File: src/rtl/bpm_pkg.sv
// ----------------------------------------------------------------------------
// bpm_pkg: shared types and codes for the debug breakpoint matcher
// Request and response payloads, command and list codes, the sequencer state
// type and the control bundle that drives the breakpoint lists during a scan.
// ----------------------------------------------------------------------------
`timescale 1ns / 1ps

package bpm_pkg;

    // Widest list index needed for any supported list depth (up to 256).
    localparam int MAX_IDX_W = 8;

    localparam logic [2:0] CMD_CHECK     = 3'd0;
    localparam logic [2:0] CMD_START     = 3'd1;
    localparam logic [2:0] CMD_STOP      = 3'd2;
    localparam logic [2:0] CMD_RUN       = 3'd3;
    localparam logic [2:0] CMD_HALT      = 3'd4;
    localparam logic [2:0] CMD_SET_COUNT = 3'd5;
    localparam logic [2:0] CMD_LOAD      = 3'd6;

    localparam logic [1:0] SEL_CODE  = 2'd0;
    localparam logic [1:0] SEL_WRITE = 2'd1;
    localparam logic [1:0] SEL_READ  = 2'd2;

    localparam logic [1:0] KIND_NONE  = 2'd0;
    localparam logic [1:0] KIND_CODE  = 2'd1;
    localparam logic [1:0] KIND_WRITE = 2'd2;
    localparam logic [1:0] KIND_READ  = 2'd3;

    typedef struct packed {
        logic [2:0]  command;
        logic [1:0]  list_select;
        logic [5:0]  entry_index;
        logic [15:0] entry_count;
        logic [23:0] entry_address;
        logic [23:0] program_counter;
        logic [23:0] last_write_address;
        logic [23:0] last_read_address;
    } bpm_req_t;

    typedef struct packed {
        logic       debug_halted;
        logic       hit;
        logic [1:0] hit_kind;
    } bpm_rsp_t;

    typedef struct packed {
        logic                 clear;
        logic                 rd_en;
        logic [MAX_IDX_W-1:0] rd_idx;
    } bpm_ctrl_t;

    typedef enum logic [1:0] {
        ST_IDLE,
        ST_SCAN,
        ST_FLUSH,
        ST_DONE
    } bpm_state_t;

endpackage

File: src/rtl/bpm_list.sv
// ----------------------------------------------------------------------------
// bpm_list: one breakpoint list with its active count and comparator
// Holds the list memory, takes load and count commands for this list and any
// stop, and compares one entry per cycle against the latched check address.
// ----------------------------------------------------------------------------
`timescale 1ns / 1ps

module bpm_list #(
    parameter int         LIST_DEPTH   = 64,
    parameter int         ADDRESS_BITS = 24,
    parameter logic [1:0] LIST_SEL     = 2'd0,
    localparam int        IDX_W        = (LIST_DEPTH > 1) ? $clog2(LIST_DEPTH) : 1,
    localparam int        CNT_W        = $clog2(LIST_DEPTH + 1)
) (
    input  logic                clk,
    input  logic                rst_n,
    input  logic                req_fire,
    input  bpm_pkg::bpm_req_t   req_data,
    input  bpm_pkg::bpm_ctrl_t  ctrl,
    output logic [CNT_W-1:0]    count,
    output logic                found
);
    import bpm_pkg::*;

    logic [ADDRESS_BITS-1:0] table_mem [LIST_DEPTH];
    logic [ADDRESS_BITS-1:0] rd_data_reg;
    logic [ADDRESS_BITS-1:0] chk_addr_reg;
    logic [MAX_IDX_W-1:0]    rd_idx_reg;
    logic                    rd_valid_reg;
    logic [CNT_W-1:0]        count_reg, count_next;
    logic                    found_reg, found_next;

    logic [23:0]             chk_src;
    logic [31:0]             chk_addr_ext;
    logic [31:0]             entry_addr_ext;
    logic [MAX_IDX_W-1:0]    entry_idx_ext;
    logic [CNT_W-1:0]        sat_count;
    logic                    load_en;

    always_comb
    begin
        unique case (LIST_SEL)
            SEL_CODE:  chk_src = req_data.program_counter;
            SEL_WRITE: chk_src = req_data.last_write_address;
            default:   chk_src = req_data.last_read_address;
        endcase
    end

    assign chk_addr_ext   = 32'(chk_src);
    assign entry_addr_ext = 32'(req_data.entry_address);
    assign entry_idx_ext  = MAX_IDX_W'(req_data.entry_index);

    assign load_en = req_fire && (req_data.command == CMD_LOAD)
                     && (req_data.list_select == LIST_SEL)
                     && (9'(req_data.entry_index) < 9'(LIST_DEPTH));

    assign sat_count = (req_data.entry_count > 16'(LIST_DEPTH)) ? CNT_W'(LIST_DEPTH)
                                                                : CNT_W'(req_data.entry_count);

    always_comb
    begin
        priority if (req_fire && (req_data.command == CMD_STOP))
        begin
            count_next = '0;
        end
        else if (req_fire && (req_data.command == CMD_SET_COUNT)
                 && (req_data.list_select == LIST_SEL))
        begin
            count_next = sat_count;
        end
        else
        begin
            count_next = count_reg;
        end
    end

    // Entries beyond this list's count may still be read while a longer list
    // is scanned; the index compare keeps them out of the result.
    always_comb
    begin
        priority if (ctrl.clear)
        begin
            found_next = 1'b0;
        end
        else if (rd_valid_reg && (9'(rd_idx_reg) < 9'(count_reg))
                 && (rd_data_reg == chk_addr_reg))
        begin
            found_next = 1'b1;
        end
        else
        begin
            found_next = found_reg;
        end
    end

    always_ff @(posedge clk)
    begin
        if (load_en)
        begin
            table_mem[entry_idx_ext[IDX_W-1:0]] <= entry_addr_ext[ADDRESS_BITS-1:0];
        end
        if (ctrl.rd_en)
        begin
            rd_data_reg <= table_mem[ctrl.rd_idx[IDX_W-1:0]];
        end
        rd_idx_reg <= ctrl.rd_idx;
        if (req_fire)
        begin
            chk_addr_reg <= chk_addr_ext[ADDRESS_BITS-1:0];
        end
    end

    always_ff @(posedge clk or negedge rst_n)
    begin
        if (!rst_n)
        begin
            count_reg    <= '0;
            found_reg    <= 1'b0;
            rd_valid_reg <= 1'b0;
        end
        else
        begin
            count_reg    <= count_next;
            found_reg    <= found_next;
            rd_valid_reg <= ctrl.rd_en;
        end
    end

    assign count = count_reg;
    assign found = found_reg;

endmodule

File: config.mk
export PLATFORM = sky130hd
export DESIGN_NAME = bpm_list
export DESIGN_NICKNAME = d
export VERILOG_FILES = /design/src/rtl/bpm_pkg.sv /design/src/rtl/bpm_list.sv
export SDC_FILE = /design/constraint.sdc
export NUM_CORES = 1
export LEC_CHECK = 0
export BUFFER_PORTS_ARGS = -buffer_cell sky130_fd_sc_hd__buf_2
export CAP_MARGIN = 5
export CORE_UTILIZATION = 67
export CTS_CLUSTER_DIAMETER = 200
export CTS_CLUSTER_SIZE = 16
export DETAILED_ROUTE_END_ITERATION = 8
export PLACE_DENSITY_LB_ADDON = 0.1
export RECOVER_POWER = 50
export SYNTH_ARGS = -nofsm -noshare
export SYNTH_HDL_FRONTEND = slang
export SYNTH_SLANG_ARGS = --single-unit
File: constraint.sdc
create_clock -name clk -period 4.6 [get_ports clk]
set_input_delay 0.23 -clock clk [delete_from_list [all_inputs] [get_ports clk]]
set_output_delay 0.23 -clock clk [all_outputs]
set_load 0.01 [all_outputs]
# Yosys cells after proc, flatten, opt, wreduce, memory -nomap -nowiden

Memories as Yosys holds them, arrays and structs flattened. A register that Yosys moved wholly into a read port is not among the register bits.
Index checks and enable logic that the tools add are counted.

Register bits: 41
Bits in writable memories: 1536
Input port bits: 136
Output and inout port bits: 8
Logic and storage cells: 29
Memories kept: 1

Magnitude comparators: 2
Eq/ne operators: 4
Mux-type cells: 7
Reductions and logical operators: 10

Memory list:

| name      | depth | bits a word | rd ports | clocked after memory_dff | write ports | RTL line       | text |
|---|---|---|---|---|---|---|---|
| table_mem | 64    | 24          | 1        | 1                        | 1           | bpm_list.sv:25 | `logic [ADDRESS_BITS-1:0] table_mem [LIST_DEPTH];` |

Operator list:

| cell                  | number |
|---|---|
| $eq A24 B24 Y1        | 1 |
| $mux W7               | 3 |
| $gt A16 B7 Y1 const B | 1 |
| $lt A8 B7 Y1          | 1 |
| $logic_and A1 B1 Y1   | 7 |
| $eq A3 B3 Y1 const B  | 2 |
| $mux W1               | 4 |
| $reduce_bool A2 Y1    | 2 |
| $eq A3 B2 Y1 const B  | 1 |
| $logic_not A2 Y1      | 1 |

# Longest topological paths before layout

Depth in word-level cells: 5
Gate-level depth with buffers: 11
Gate-level depth less buffers: 7

# Worst setup path before layout

Ideal clock, no wire load.

Path type: input-to-reg
Start: input req_data[115] (netlist name)
End: memory table_mem[10][0] (enable)
Library setup time: 0.405 ns
Arrival: 2.088 ns
Required time: 4.195 ns
Slack: 2.107 ns
Stages: 4
Buffers on the path: 2
Cell sequence: clkbuf_1 > or3b_2 > clkbuf_1 > nor2_1

RTL lines:

| element            | RTL line       | text |
|---|---|---|
| start: declaration | bpm_list.sv:18 | `input bpm_pkg::bpm_req_t req_data,` |
| end: declaration   | bpm_list.sv:25 |  |

Straight into the memory's write port.

==> impl_metrics.csv <==
group,metric,value,unit
run_status,status,"complete, but fails checks",
run_status,violations,"max-capacitance violations, max-slew violations",
grt,grt_pass1_wl,214,mm
synth,netlist_top_cells_count,"edfxtp_1 (1,584), mux4_2 (353), nor2_1 (112)",
critical_path,cp_num_buf_inv,2,
power_and_ir_drop,pwr-share-seq,0.609,
power_and_ir_drop,peakVddDrop,382,uV
critical_path,crit_path_end_kind,"register",
grt,overflow,0,
grt,grt_max_degree,97,
critical_path,crit_type,"in2reg",
floorplanning,die_h,304,um
clock_tree,cts_setup_buffers,0,
power_and_ir_drop,clkPwrFrac,0.337,
critical_path,crit_path_max_incr_delay,1130,ps
critical_path,cp_top_family,"simple AND/OR/NAND/NOR gates",
timing,max_slew_margin,-1.32,
synth,syn_area_per_cell,22.2,um2
timing,fin_crit,3510,ps
synth,yosysSeqAreaShare,0.787,
floorplanning,dieArea,0.0921,mm2
grt,track_usage,0.338,
power_and_ir_drop,power,26.5,mW
critical_path,cp-start-kind,"input pin",
routing,via_per_inst,7.21,
synth,yosysTopAreaCellShare,0.781,
timing,holdWs,33.2,ps
synth,synth_ff_type,"edfxtp_1",
critical_path,path_cells,"dlygate4sd3_1, clkbuf_1, nand2_1, nor3_1, nor2_1, o211ai_1",
power_and_ir_drop,pwr-share-comb,0.053,
routing,wirelength,152,mm
worst_hold_path,hold_class,"in2reg",
routing,wl_per_cell,36.1,um
timing,setup_tns,0,ps
timing,hold_viol,0,
floorplanning,num_rows,110,
power_and_ir_drop,p_switching,5.47,mW
timing,finalClockSkew,25.4,ps
routing,ant_nets,0,
clock_tree,cts_buffer_depth,3,
floorplanning,ios,144,
timing,rsz0062_at_grt,"false",
routing,dr_total_vias,30330,
synth,syn_inst,2747,
clock_tree,cts_sinks,1601,
clock_tree,cts_resized,0,
layout,largest_register_ffs,1536,
placed_design,dpl_cell_area,0.0635,mm2
placed_design,place_congestion,0.932,
layout,area_growth,9.65,%
grt,antenna_found_initial,15,
timing,worstMarginPinSlew,3480,ps
timing,fin_crit_sh,0.762,
critical_path,ff2ff_setup_slack,2050,ps
floorplanning,start_util,0.677,
floorplanning,core,0.0900,mm2
synth,ys_seq_elements,1601,
critical_path,cp.arrival,3980,ps
layout,fillCellCount,4988,
clock_tree,cts-root-buf,"clkbuf_16",
clock_tree,cts_tree,"yes",
layout,drive_above_1_share,0.247,
placed_design,portBuffers,95,
clock_tree,htree_levels,3,
synth,synth.largest_area_cell,"edfxtp_1",
power_and_ir_drop,switching_share,0.207,
clock_tree,path_clk_slew,70,ps
routing,drc_errors,0,
timing,fmax,285,MHz
floorplanning,chipWidth,304,um
synth,netlist_area,0.0609,mm2
clock_tree,cts_made_buffers,110,
critical_path,critical_path.max_fanout,17,
synth,syn-num-nets,2889,
grt,first_global_vias,30076,
critical_path,cp.required,5070,ps
layout,final_nets,3136,
layout,design_area,0.0668,mm2
clock_tree,clock_latency,700,ps
routing,drt_iter0_drc,4562,
synth,synthTopCellsByArea,"edfxtp_1 (78%), mux4_2 (13%), mux2i_1 (1.4%), a22oi_1 (0.81%), nor2_1 (0.69%)",
power_and_ir_drop,power.density,397,mW/mm2
run,drv_cap,30,
power_and_ir_drop,p_leak,20.9,nW
routing,first_pass_iters,8,
synth,synth_edf_count,1584,
timing,setup_viol,0,
timing,drv_slew,1662,
clock_tree,hold_buffers,43,
placed_design,dp_hpwl,87.3,mm
synth,synth_most_common_cell,"edfxtp_1",
power_and_ir_drop,p_int,21.0,mW
synth,synthArstFlopShare,0.00562,
critical_path,slowest_stage,"clkbuf_1",
synth,synth_cell_types,52,
synth,ys_warn_count,0,
==> metrics by stage <==
| stage | cells | worst slack, ps | utilization |
|---|---|---|---|
| CTS | 4201 | 1350 | 0.743 |
| floorplan | 2747 | 2110 | - |
| global route | 4201 | 1190 | 0.742 |
| detailed placement | 4015 | 1300 | 0.705 |
| finish | 4205 | 1090 | 0.742 |
| global placement | 4015 | 1350 | 0.705 |
==> layout make-up <==
cell class,instances,area [um2],share of cell area
flip-flops and latches,1601,48000,0.718
multi-input cells,995,12400,0.185
clock buffers,138,2920,0.0437
repair buffers,276,1960,0.0293
well taps,1176,1470,0.0220
clock inverters,5,51.3,0.000768
inverters,10,37.5,0.000562
diodes,4,10.0,0.000150
==> power groups by stage <==
stage	clock network [mW]	logic [mW]	registers (mW)
finish	8.94	1.41	16.1
global route	9.50	1.48	16.1
CTS	9.03	1.40	16.1
detailed placement	0	1.37	16.4
global placement	0	1.33	16.4
floorplan	0	0.718	16.4
==> cell usage in the layout (no fill, tap or decap), types with 11 or more instances in the layout <==
master	count
nor3_1	18
nor2_1	48
dlygate4sd3_1	43
clkbuf_1	59
nor2_2	64
clkbuf_16	113
buf_2	77
buf_4	113
edfxtp_1	1584
a221oi_1	26
mux4_2	353
o22ai_1	34
xnor2_1	13
nor4_1	11
xor2_1	11
mux2i_1	88
a21oi_1	29
o221ai_1	16
nand3_1	15
a22o_1	24
o21ai_0	31
a22oi_1	66
nand2_1	52
==> layer usage <==
layer,share of wire,GRT usage,vias to the layer above
met5,0.00057,0,-
met4,0.042,0.130,14
met3,0.12,0.0757,286
met2,0.47,0.515,2170
met1,0.36,0.491,15816
li1,-,-,12044
==> cell families (layout without fill, tap and decap cells) <==
group           Yosys count  after routing  synth area share
buf+inv                 151            429            0.0120
mux                     442            442             0.145
simple gates            269            269            0.0214
flops                  1601           1601             0.787
xor+xnor                 24             24           0.00345
other cells               0              4                 0
compound gates          254            254            0.0294
fa+ha+maj                 6              6           0.00123
==> worst paths after layout <==
kind,start,end,depth (start not counted)
setup / recovery,ctrl[5],rd_data_reg[13],6
hold / removal,ctrl[2],rd_idx_reg[2],1
setup reg to reg,table_mem[31][10],rd_data_reg[10],4
hold reg to reg,count[4],count[4],1
max in group asynchronous,rst_n,count[4],3
min in group asynchronous,rst_n,rd_valid_reg,3
No activity file was read; power rests on OpenSTA's default activity.
