File: src/rtl/bpm_pkg.sv
// ----------------------------------------------------------------------------
// bpm_pkg: shared types and codes for the debug breakpoint matcher
// Request and response payloads, command and list codes, the sequencer state
// type and the control bundle that drives the breakpoint lists during a scan.
// ----------------------------------------------------------------------------
`timescale 1ns / 1ps

package bpm_pkg;

    // Widest list index needed for any supported list depth (up to 256).
    localparam int MAX_IDX_W = 8;

    localparam logic [2:0] CMD_CHECK     = 3'd0;
    localparam logic [2:0] CMD_START     = 3'd1;
    localparam logic [2:0] CMD_STOP      = 3'd2;
    localparam logic [2:0] CMD_RUN       = 3'd3;
    localparam logic [2:0] CMD_HALT      = 3'd4;
    localparam logic [2:0] CMD_SET_COUNT = 3'd5;
    localparam logic [2:0] CMD_LOAD      = 3'd6;

    localparam logic [1:0] SEL_CODE  = 2'd0;
    localparam logic [1:0] SEL_WRITE = 2'd1;
    localparam logic [1:0] SEL_READ  = 2'd2;

    localparam logic [1:0] KIND_NONE  = 2'd0;
    localparam logic [1:0] KIND_CODE  = 2'd1;
    localparam logic [1:0] KIND_WRITE = 2'd2;
    localparam logic [1:0] KIND_READ  = 2'd3;

    typedef struct packed {
        logic [2:0]  command;
        logic [1:0]  list_select;
        logic [5:0]  entry_index;
        logic [15:0] entry_count;
        logic [23:0] entry_address;
        logic [23:0] program_counter;
        logic [23:0] last_write_address;
        logic [23:0] last_read_address;
    } bpm_req_t;

    typedef struct packed {
        logic       debug_halted;
        logic       hit;
        logic [1:0] hit_kind;
    } bpm_rsp_t;

    typedef struct packed {
        logic                 clear;
        logic                 rd_en;
        logic [MAX_IDX_W-1:0] rd_idx;
    } bpm_ctrl_t;

    typedef enum logic [1:0] {
        ST_IDLE,
        ST_SCAN,
        ST_FLUSH,
        ST_DONE
    } bpm_state_t;

endpackage

File: src/rtl/bpm_seq.sv
// ----------------------------------------------------------------------------
// bpm_seq: scan sequencer, halt flag and response register
// Steps the shared read index across the lists, resolves the hit priority,
// keeps the sticky halted flag and holds the response until it is taken.
// ----------------------------------------------------------------------------
`timescale 1ns / 1ps

module bpm_seq #(
    parameter int  LIST_DEPTH = 64,
    localparam int CNT_W      = $clog2(LIST_DEPTH + 1)
) (
    input  logic                clk,
    input  logic                rst_n,
    input  logic                req_valid,
    output logic                req_ready,
    input  logic [2:0]          command,
    output logic                rsp_valid,
    input  logic                rsp_ready,
    output bpm_pkg::bpm_rsp_t   rsp_data,
    input  logic [CNT_W-1:0]    code_count,
    input  logic [CNT_W-1:0]    write_count,
    input  logic [CNT_W-1:0]    read_count,
    input  logic [2:0]          found,
    output bpm_pkg::bpm_ctrl_t  ctrl
);
    import bpm_pkg::*;

    bpm_state_t       state_reg, state_next;
    logic [CNT_W-1:0] idx_reg, idx_next;
    logic [CNT_W-1:0] len_reg, len_next;
    logic             halted_reg, halted_next;
    logic             rsp_valid_reg, rsp_valid_next;
    bpm_rsp_t         rsp_data_reg, rsp_data_next;

    logic             req_fire;
    logic             done_take;
    logic [CNT_W-1:0] max_a, max_all;
    logic [1:0]       kind;

    assign req_fire = req_valid && req_ready;
    assign max_a    = (code_count > write_count) ? code_count : write_count;
    assign max_all  = (max_a > read_count) ? max_a : read_count;

    always_comb
    begin
        priority if (found[0])
        begin
            kind = KIND_CODE;
        end
        else if (found[1])
        begin
            kind = KIND_WRITE;
        end
        else if (found[2])
        begin
            kind = KIND_READ;
        end
        else
        begin
            kind = KIND_NONE;
        end
    end

    always_comb
    begin
        state_next = state_reg;
        unique case (state_reg)
            ST_IDLE:
            begin
                if (req_fire)
                begin
                    if ((command == CMD_CHECK) && !halted_reg && (max_all != '0))
                    begin
                        state_next = ST_SCAN;
                    end
                    else
                    begin
                        state_next = ST_DONE;
                    end
                end
            end
            ST_SCAN:
            begin
                if (idx_reg == (len_reg - CNT_W'(1)))
                begin
                    state_next = ST_FLUSH;
                end
            end
            ST_FLUSH:
            begin
                state_next = ST_DONE;
            end
            ST_DONE:
            begin
                if (!rsp_valid_reg || rsp_ready)
                begin
                    state_next = ST_IDLE;
                end
            end
            default:
            begin
                state_next = ST_IDLE;
            end
        endcase
    end

    always_comb
    begin
        req_ready   = (state_reg == ST_IDLE);
        done_take   = (state_reg == ST_DONE) && (!rsp_valid_reg || rsp_ready);
        ctrl.clear  = req_fire;
        ctrl.rd_en  = (state_reg == ST_SCAN);
        ctrl.rd_idx = MAX_IDX_W'(idx_reg);
    end

    always_comb
    begin
        idx_next = idx_reg;
        if (req_fire)
        begin
            idx_next = '0;
        end
        else if (state_reg == ST_SCAN)
        begin
            idx_next = idx_reg + CNT_W'(1);
        end
        len_next = req_fire ? max_all : len_reg;
    end

    always_comb
    begin
        halted_next = halted_reg;
        if (req_fire)
        begin
            unique case (command)
                CMD_START, CMD_HALT: halted_next = 1'b1;
                CMD_RUN, CMD_STOP:   halted_next = 1'b0;
                default:             halted_next = halted_reg;
            endcase
        end
        else if (done_take && (kind != KIND_NONE))
        begin
            halted_next = 1'b1;
        end
    end

    always_comb
    begin
        rsp_data_next = rsp_data_reg;
        if (done_take)
        begin
            rsp_data_next.debug_halted = halted_reg || (kind != KIND_NONE);
            rsp_data_next.hit          = (kind != KIND_NONE);
            rsp_data_next.hit_kind     = kind;
        end
        rsp_valid_next = done_take || (rsp_valid_reg && !rsp_ready);
    end

    always_ff @(posedge clk or negedge rst_n)
    begin
        if (!rst_n)
        begin
            state_reg     <= ST_IDLE;
            halted_reg    <= 1'b0;
            rsp_valid_reg <= 1'b0;
        end
        else
        begin
            state_reg     <= state_next;
            halted_reg    <= halted_next;
            rsp_valid_reg <= rsp_valid_next;
        end
    end

    always_ff @(posedge clk)
    begin
        idx_reg      <= idx_next;
        len_reg      <= len_next;
        rsp_data_reg <= rsp_data_next;
    end

    assign rsp_valid = rsp_valid_reg;
    assign rsp_data  = rsp_data_reg;

    // The read index must stay inside the scan length taken at request time.
    a_idx_in_range: assert property (@(posedge clk) disable iff (!rst_n)
        (state_reg == ST_SCAN) |-> (idx_reg < len_reg))
        else $error("scan index ran past the scan length");

    // A finished result is held while the receiver stalls.
    a_done_holds: assert property (@(posedge clk) disable iff (!rst_n)
        ((state_reg == ST_DONE) && rsp_valid_reg && !rsp_ready) |=> (state_reg == ST_DONE))
        else $error("sequencer left DONE while the response was stalled");

    // A check while halted must not start a scan.
    a_no_scan_halted: assert property (@(posedge clk) disable iff (!rst_n)
        (req_fire && (command == CMD_CHECK) && halted_reg) |=> (state_reg == ST_DONE))
        else $error("scan started while halted");

    // Any reported hit leaves the unit halted.
    a_hit_halts: assert property (@(posedge clk) disable iff (!rst_n)
        (done_take && (kind != KIND_NONE)) |=> halted_reg)
        else $error("hit did not set the halted flag");

endmodule

File: config.mk
export PLATFORM = sky130hd
export DESIGN_NAME = bpm_seq
export DESIGN_NICKNAME = d
export VERILOG_FILES = /design/src/rtl/bpm_pkg.sv /design/src/rtl/bpm_seq.sv
export SDC_FILE = /design/constraint.sdc
export NUM_CORES = 1
export LEC_CHECK = 0
export BUFFER_PORTS_ARGS = -buffer_cell sky130_fd_sc_hd__buf_2
export CORE_UTILIZATION = 45
export DETAILED_ROUTE_END_ITERATION = 8
export HOLD_SLACK_MARGIN = 0.05
export PLACE_DENSITY = 0.75
export SLEW_MARGIN = 40
export SYNTH_ARGS = -nofsm -noshare
export SYNTH_HDL_FRONTEND = slang
export SYNTH_SLANG_ARGS = --single-unit
export TNS_END_PERCENT = 30
File: constraint.sdc
create_clock -name clk -period 2.18 [get_ports clk]
set_input_delay 0.109 -clock clk [delete_from_list [all_inputs] [get_ports clk]]
set_output_delay 0.109 -clock clk [all_outputs]
set_load 0.03 [all_outputs]
### Yosys cells after proc, flatten, opt, wreduce, memory -nomap -nowiden

Cells that the tools add are included.

| storage, ports and cells | value |
|---|---|
| register bits | 22 |
| bits in latches | 0 |
| bits in writable memories | 0 |
| ROM bits | 0 |
| input bits | 31 |
| memories | 0 |

| cells by class | value |
|---|---|
| add/subtract/negate cells | 2 |
| $mul | 0 |
| divide/modulo/power cells | 0 |
| $lt $le $gt $ge | 2 |
| equality and inequality tests | 12 |
| shifts and indexed selects | 0 |
| multiplexer cells | 13 |
| bitwise operators | 0 |
| reduce and logical (&&, ||, !) cells | 21 |

Operator list:

| kind | count |
|---|---|
| greater-than comparator 7 bit | 2 |
| 2-to-1 mux 2 bit | 7 |
| 2-to-1 mux 7 bit | 2 |
| one-hot mux 2 bit (4 select lines) | 1 |
| adder 7 x 1 -> 7 bit (second input constant) | 1 |
| equality test 7 bit | 1 |
| nonzero test 7 bit | 1 |
| subtractor 7 x 1 -> 7 bit (second input constant) | 1 |
| equality test 3 x 2 -> 1 bit (second input constant) | 2 |
| logical AND 1 bit | 6 |
| equality test 2 bit (second input constant) | 2 |
| inequality test 2 x 1 -> 1 bit (second input constant) | 2 |
| nonzero test 2 bit | 2 |
| OR reduction 2 bit | 2 |
| equality test 3 x 1 -> 1 bit (second input constant) | 1 |
| equality test 3 bit (second input constant) | 1 |
| zero test 1 bit | 3 |
| zero test 3 bit | 1 |
| logical OR 1 bit | 3 |
| inequality test 3 x 1 -> 1 bit (second input constant) | 1 |
| AND reduction 3 bit | 1 |
| equality test 2 x 1 -> 1 bit (second input constant) | 1 |
| zero test 2 bit | 1 |
| 2-to-1 mux 1 bit | 2 |
| other kinds (3) | 3 |

### Longest topological paths before layout

| depth | value |
|---|---|
| depth after elaboration | 9 |
| gate-level depth with buffers | 15 |
| mapped depth without buffers | 14 |

### Least setup slack after synthesis

No wires, ideal clock.

| timing | value |
|---|---|
| path kind | input port to flip-flop |
| from | in write_count[2] |
| to | reg state_reg[1] |
| arrival time | 2.909 ns |
| setup slack | -0.807 ns |
| stages | 15 |
| buffers on the path | 1 |
| cell sequence | inv_1 ha_1 a21oi_1 a21boi_4 or3_2 nand2_1 ha_1 a41oi_1 o21ai_2 o21ba_4 buf_4 or2_2 a22oi_2 nand4b_1 a21oi_1 |

| on the way | value |
|---|---|
| word-level cells in the longest chain between the ends | 9 |

RTL lines:

| item | line | source |
|---|---|---|
| from (decl) | bpm_seq.sv:21 | `input logic [CNT_W-1:0] write_count,` |
| greater-than comparator 7 bit | bpm_seq.sv:41 | `assign max_a = (code_count > write_count) ? code_count : write_count;` |
| 2-to-1 mux 7 bit * | bpm_seq.sv:41 |  |
| greater-than comparator 7 bit | bpm_seq.sv:42 | `assign max_all = (max_a > read_count) ? max_a : read_count;` |
| 2-to-1 mux 7 bit * | bpm_seq.sv:42 |  |
| nonzero test 7 bit * | bpm_seq.sv:72 | `if ((command == CMD_CHECK) && !halted_reg && (max_all != '0))` |
| logical AND 1 bit * | bpm_seq.sv:72 |  |
| 2-to-1 mux 2 bit * | bpm_seq.sv:72 |  |
| 2-to-1 mux 2 bit * | bpm_seq.sv:70 | `if (req_fire)` |
| one-hot mux 2 bit (4 select lines) * | bpm_seq.sv:67 | `unique case (state_reg)` |
| to (signal assigned) | bpm_seq.sv:169 | `state_reg <= state_next;` |
| to (decl) | bpm_seq.sv:28 | `bpm_state_t state_reg, state_next;` |

Mark *: on every way between the ends. The rest lies on a longest branch, timed or not. The select of a mux whose other input is x is not followed.
A chain may end at the register's enable or synchronous reset.

### Worst setup path in the final report

| timing | value |
|---|---|
| from | in write_count[6] |
| to | reg state_reg[1] |

The elaborated chain is that of the path after synthesis.

==> reports/qor_table.md <==
| Stage | Result | Value |
|:---|:---|:---|
| run status | Outcome | complete, but fails checks |
| cts | Clk_lat worst skew | 0.26 ns |
| setup path | Data required time of the worst path | 2.37 ns |
| global route | First-pass GRT wire length | 7000 um |
| cells and area | Layout Utilization | 71.4% |
| die | Placeable core region | 3740 um2 |
| synthesis | Library cells used by synthesis | 51 |
| synthesis | Post-synthesis net count | 247 |
| placed design | Global placement routability congestion | 0.841 |
| route | Routed via count | 1702 |
| setup path | Largest driver fanout on the critical path | 6 |
| route | Routed Antenna Nets | 0 |
| setup path | Arrival time of the worst setup path | 2.98 ns |
| timing | Hold WS | 0.117 ns |
| timing | RSZ-0062 raised after global routing | yes |
| power and ir drop | Leak Pwr | 0.00120 uW |
| cells and area | Net count, final | 327 |
| timing | Least setup slack across all paths after layout | -0.610 ns |
| power and ir drop | Post-route total power | 2240 uW |
| cts | Number of buffers created by CTS | 3 |
| cts | Root buf cell | clkbuf_8 |
| synthesis | Share of synthesized area occupied by flip-flops and latches | 31.7% |
| cells and area | Fraction of final layout cells sized beyond drive strength 1 | 47.6% |
| cts | Maximum level of the CTS H-tree | 1 |
| synthesis | Ranking of synthesized cells by instance count | inv_1, ha_1, nor2_1 |
| route | WL final | 4240 um |
| die | Die area | 4260 um2 |
| die | I/O pin total | 47 |
| timing | Total count of hold-check failures in the final report | 0 |
| timing | Number of pins exceeding their max-slew limit in the final report | 0 |
| route | 1st-iter DRT viols | 67 |
| die | Height of the chip | 65.3 um |
| placed design | Cell total after placement | 312 |
| cells and area | Non-filler instance count after layout | 323 |
| die | Placement Rows | 22 |
| synthesis | Largest cells by area after synthesis | edfxtp_1, ha_1, dfxtp_1 |
| placed design | Final HPWL DP | 3140 um |
| power and ir drop | Max rail drop VDD | 0.343 mV |
| run status | Violations in the final reports | setup timing |
| placed design | IO buf count | 45 |
| global route | Initial antenna violation count | 0 |
| synthesis | Area leader, netlist | edfxtp_1 |
| die | Floorplan die width | 65.3 um |
| cells and area | Relative area change from synthesis to final layout | 48.3% |
| hold path | Class of the most critical hold timing path | primary input to register |
| synthesis | Total number of yosys warnings | 0 |
| setup path | Startpoint kind of the worst setup timing path | primary input |
| route | Routed wire per std cell | 13.1 um |
| synthesis | Summed instance area of the synthesized netlist | 1800 um2 |
| setup path | Path type of the worst setup path | primary input to register |
| synthesis | Number of synthesized register bits | 22 |
| timing | Max Clock Freq | 0.358 GHz |
| synthesis | Cells after synthesis | 196 |
| cts | Buffers from clock root to sink, at most | 2 |
| cells and area | ANT cells | 0 |
| timing | Final clock skew | 0.00864 ns |
| power and ir drop | Total power divided by cell area | 837 nW/um2 |
| timing | Time the final worst path needs with I/O delays and setup | 2.79 ns |
| global route | Pin count of the biggest net entering global routing | 18 |
| timing | Share of the clock period used by the worst path after layout | 128% |
| synthesis | Syn Area/Cell | 9.19 um2 |
| synthesis | Count of flip-flops with a built-in enable after synthesis | 11 |
| die | Initial core utilization | 48.1% |
| route | Detailed-routing iteration count for the pre-antenna-repair pass | 4 |
| synthesis | Most frequent cell after synthesis | inv_1 |
| cts | CTS tree | yes |
| global route | All-layer global routing usage | 20.7% |
| setup path | Type of element capturing the critical path | register |
| synthesis | Dominant synthesized flop cell | edfxtp_1 |
| global route | Via count of the first global-routing pass | 1677 |
| synthesis | Fraction of synthesis flops using an asynchronous set or reset pin | 18.2% |
| cts | Clock-pin transition on the worst setup and hold timing paths | 0.08 ns |
| run | Number of max-cap violations | 0 |
| global route | Congestion Overflow GR | 0 |
| timing | # setup viols final | 8 |
| route | Via density per instance | 5.27 |
| route | Total DRC errors in the routed layout | 0 |
| cts | Clock tree sinks | 22 |
| synthesis | Share of the synthesized area in the top cell type | 18.3% |
[area by class of cell]
cell class                      instances  area [um2]
Multi-Input combinational cell        148        1330
Timing Repair Buffer                   78         534
Sequential cell                        22         571
Tap cell                               48        60.1
Clock inverter                          1        30.0
Clock buffer                            3        41.3
Inverter                               23         111
Fill cell                             306        1070
[critical path: stages]
cell and delay (ns):
buf_8 0.09, inv_12 0.03, ha_4 0.26, and4_4 0.22
nand4_1 0.25, o21ai_2 0.20, mux2_4 0.35, ha_4 0.25
nand4_1 0.13, nor2_2 0.16, o21ba_4 0.20, or2_4 0.23
a221oi_2 0.22, nand4b_1 0.13, a21oi_1 0.15
[per-stage QoR]
step                      TNS, ns  setup slack, ns  instance area (um2)
after global placement      -5.97           -0.870                 2370
after CTS                   -3.09           -0.529                 2620
after global routing        -4.62           -0.748                 2670
after floorplan             -3.42           -0.582                 1910
after detailed placement    -6.45           -0.964                 2370
final                       -3.89           -0.610                 2670
[cells by family after synthesis]
kind of cell / share of synthesized area, %
flip-flops: 31.7
other: 0.208
buffers and inverters: 6.25
XOR/XNOR: 6.32
multiplexers: 3.47
AND/OR/NAND/NOR: 18.1
adder cells (fa/ha/maj): 13.9
AO/OA/AOI/OAI: 20.1
[worst paths after layout]
check	startpoint	end	slack, ns	cells after the start
max	write_count[6]	state_reg[1]$_DFFE_PN0P_	-0.61	15
min	rsp_ready	rsp_valid$_DFF_PN0_	0.12	3
max reg2reg	len_reg[1]$_DFFE_PP_	state_reg[1]$_DFFE_PN0P_	0.02	8
min reg2reg	idx_reg[6]$_SDFFE_PP0P_	idx_reg[6]$_SDFFE_PP0P_	0.53	2
max in group asynchronous	rst_n	state_reg[1]$_DFFE_PN0P_	1.88	2
min in group asynchronous	rst_n	halted_reg$_DFFE_PN0P_	0.17	2
[cells in the final DEF (no fill, tap or decap), drive strengths merged, types with 2 or more instances in the layout]
| master | instances |
|---|---|
| o21ba | 2 |
| nand2b | 3 |
| clkbuf | 3 |
| a22oi | 2 |
| a21o | 2 |
| nand2 | 9 |
| ha | 20 |
| dfxtp | 7 |
| nand3b | 5 |
| nand4 | 4 |
| a21boi | 2 |
| or2 | 6 |
| xor2 | 10 |
| nand3 | 2 |
| o211ai | 8 |
| nor3 | 3 |
| o21ai | 10 |
| or3 | 4 |
| nor2 | 15 |
| mux2 | 4 |
| and2 | 5 |
| buf | 77 |
| dfrtp | 4 |
| inv | 23 |
| xnor2 | 3 |
| a31oi | 2 |
| a21oi | 13 |
| edfxtp | 11 |
[where the power goes]
part	total [uW]	leakage, uW	internal (uW)	switching, uW
clock	373	0.0000357	245	128
combinational	1190	0.000969	534	654
sequential	675	0.000200	571	104
total	2240	0.00120	1350	885
[routing by layer]
layer  track usage (%)  part of all wire [%]
met1              23.8                    40
met2              39.8                    55
met3              1.91                   2.7
met4              5.98                   1.4
met5                 0                     0
[repair_timing]
action / 4_1_cts / 5_1_grt
pin swaps: 15 / 16
hold buffers: 1 / 0
buffers inserted: 4 / 1
resized for setup: 28 / 11
hold endpoints to repair: 4 / 0
setup endpoints to repair: 8 / 8
cloned: 1 / 0
Power figures use the tool's default switching activity.
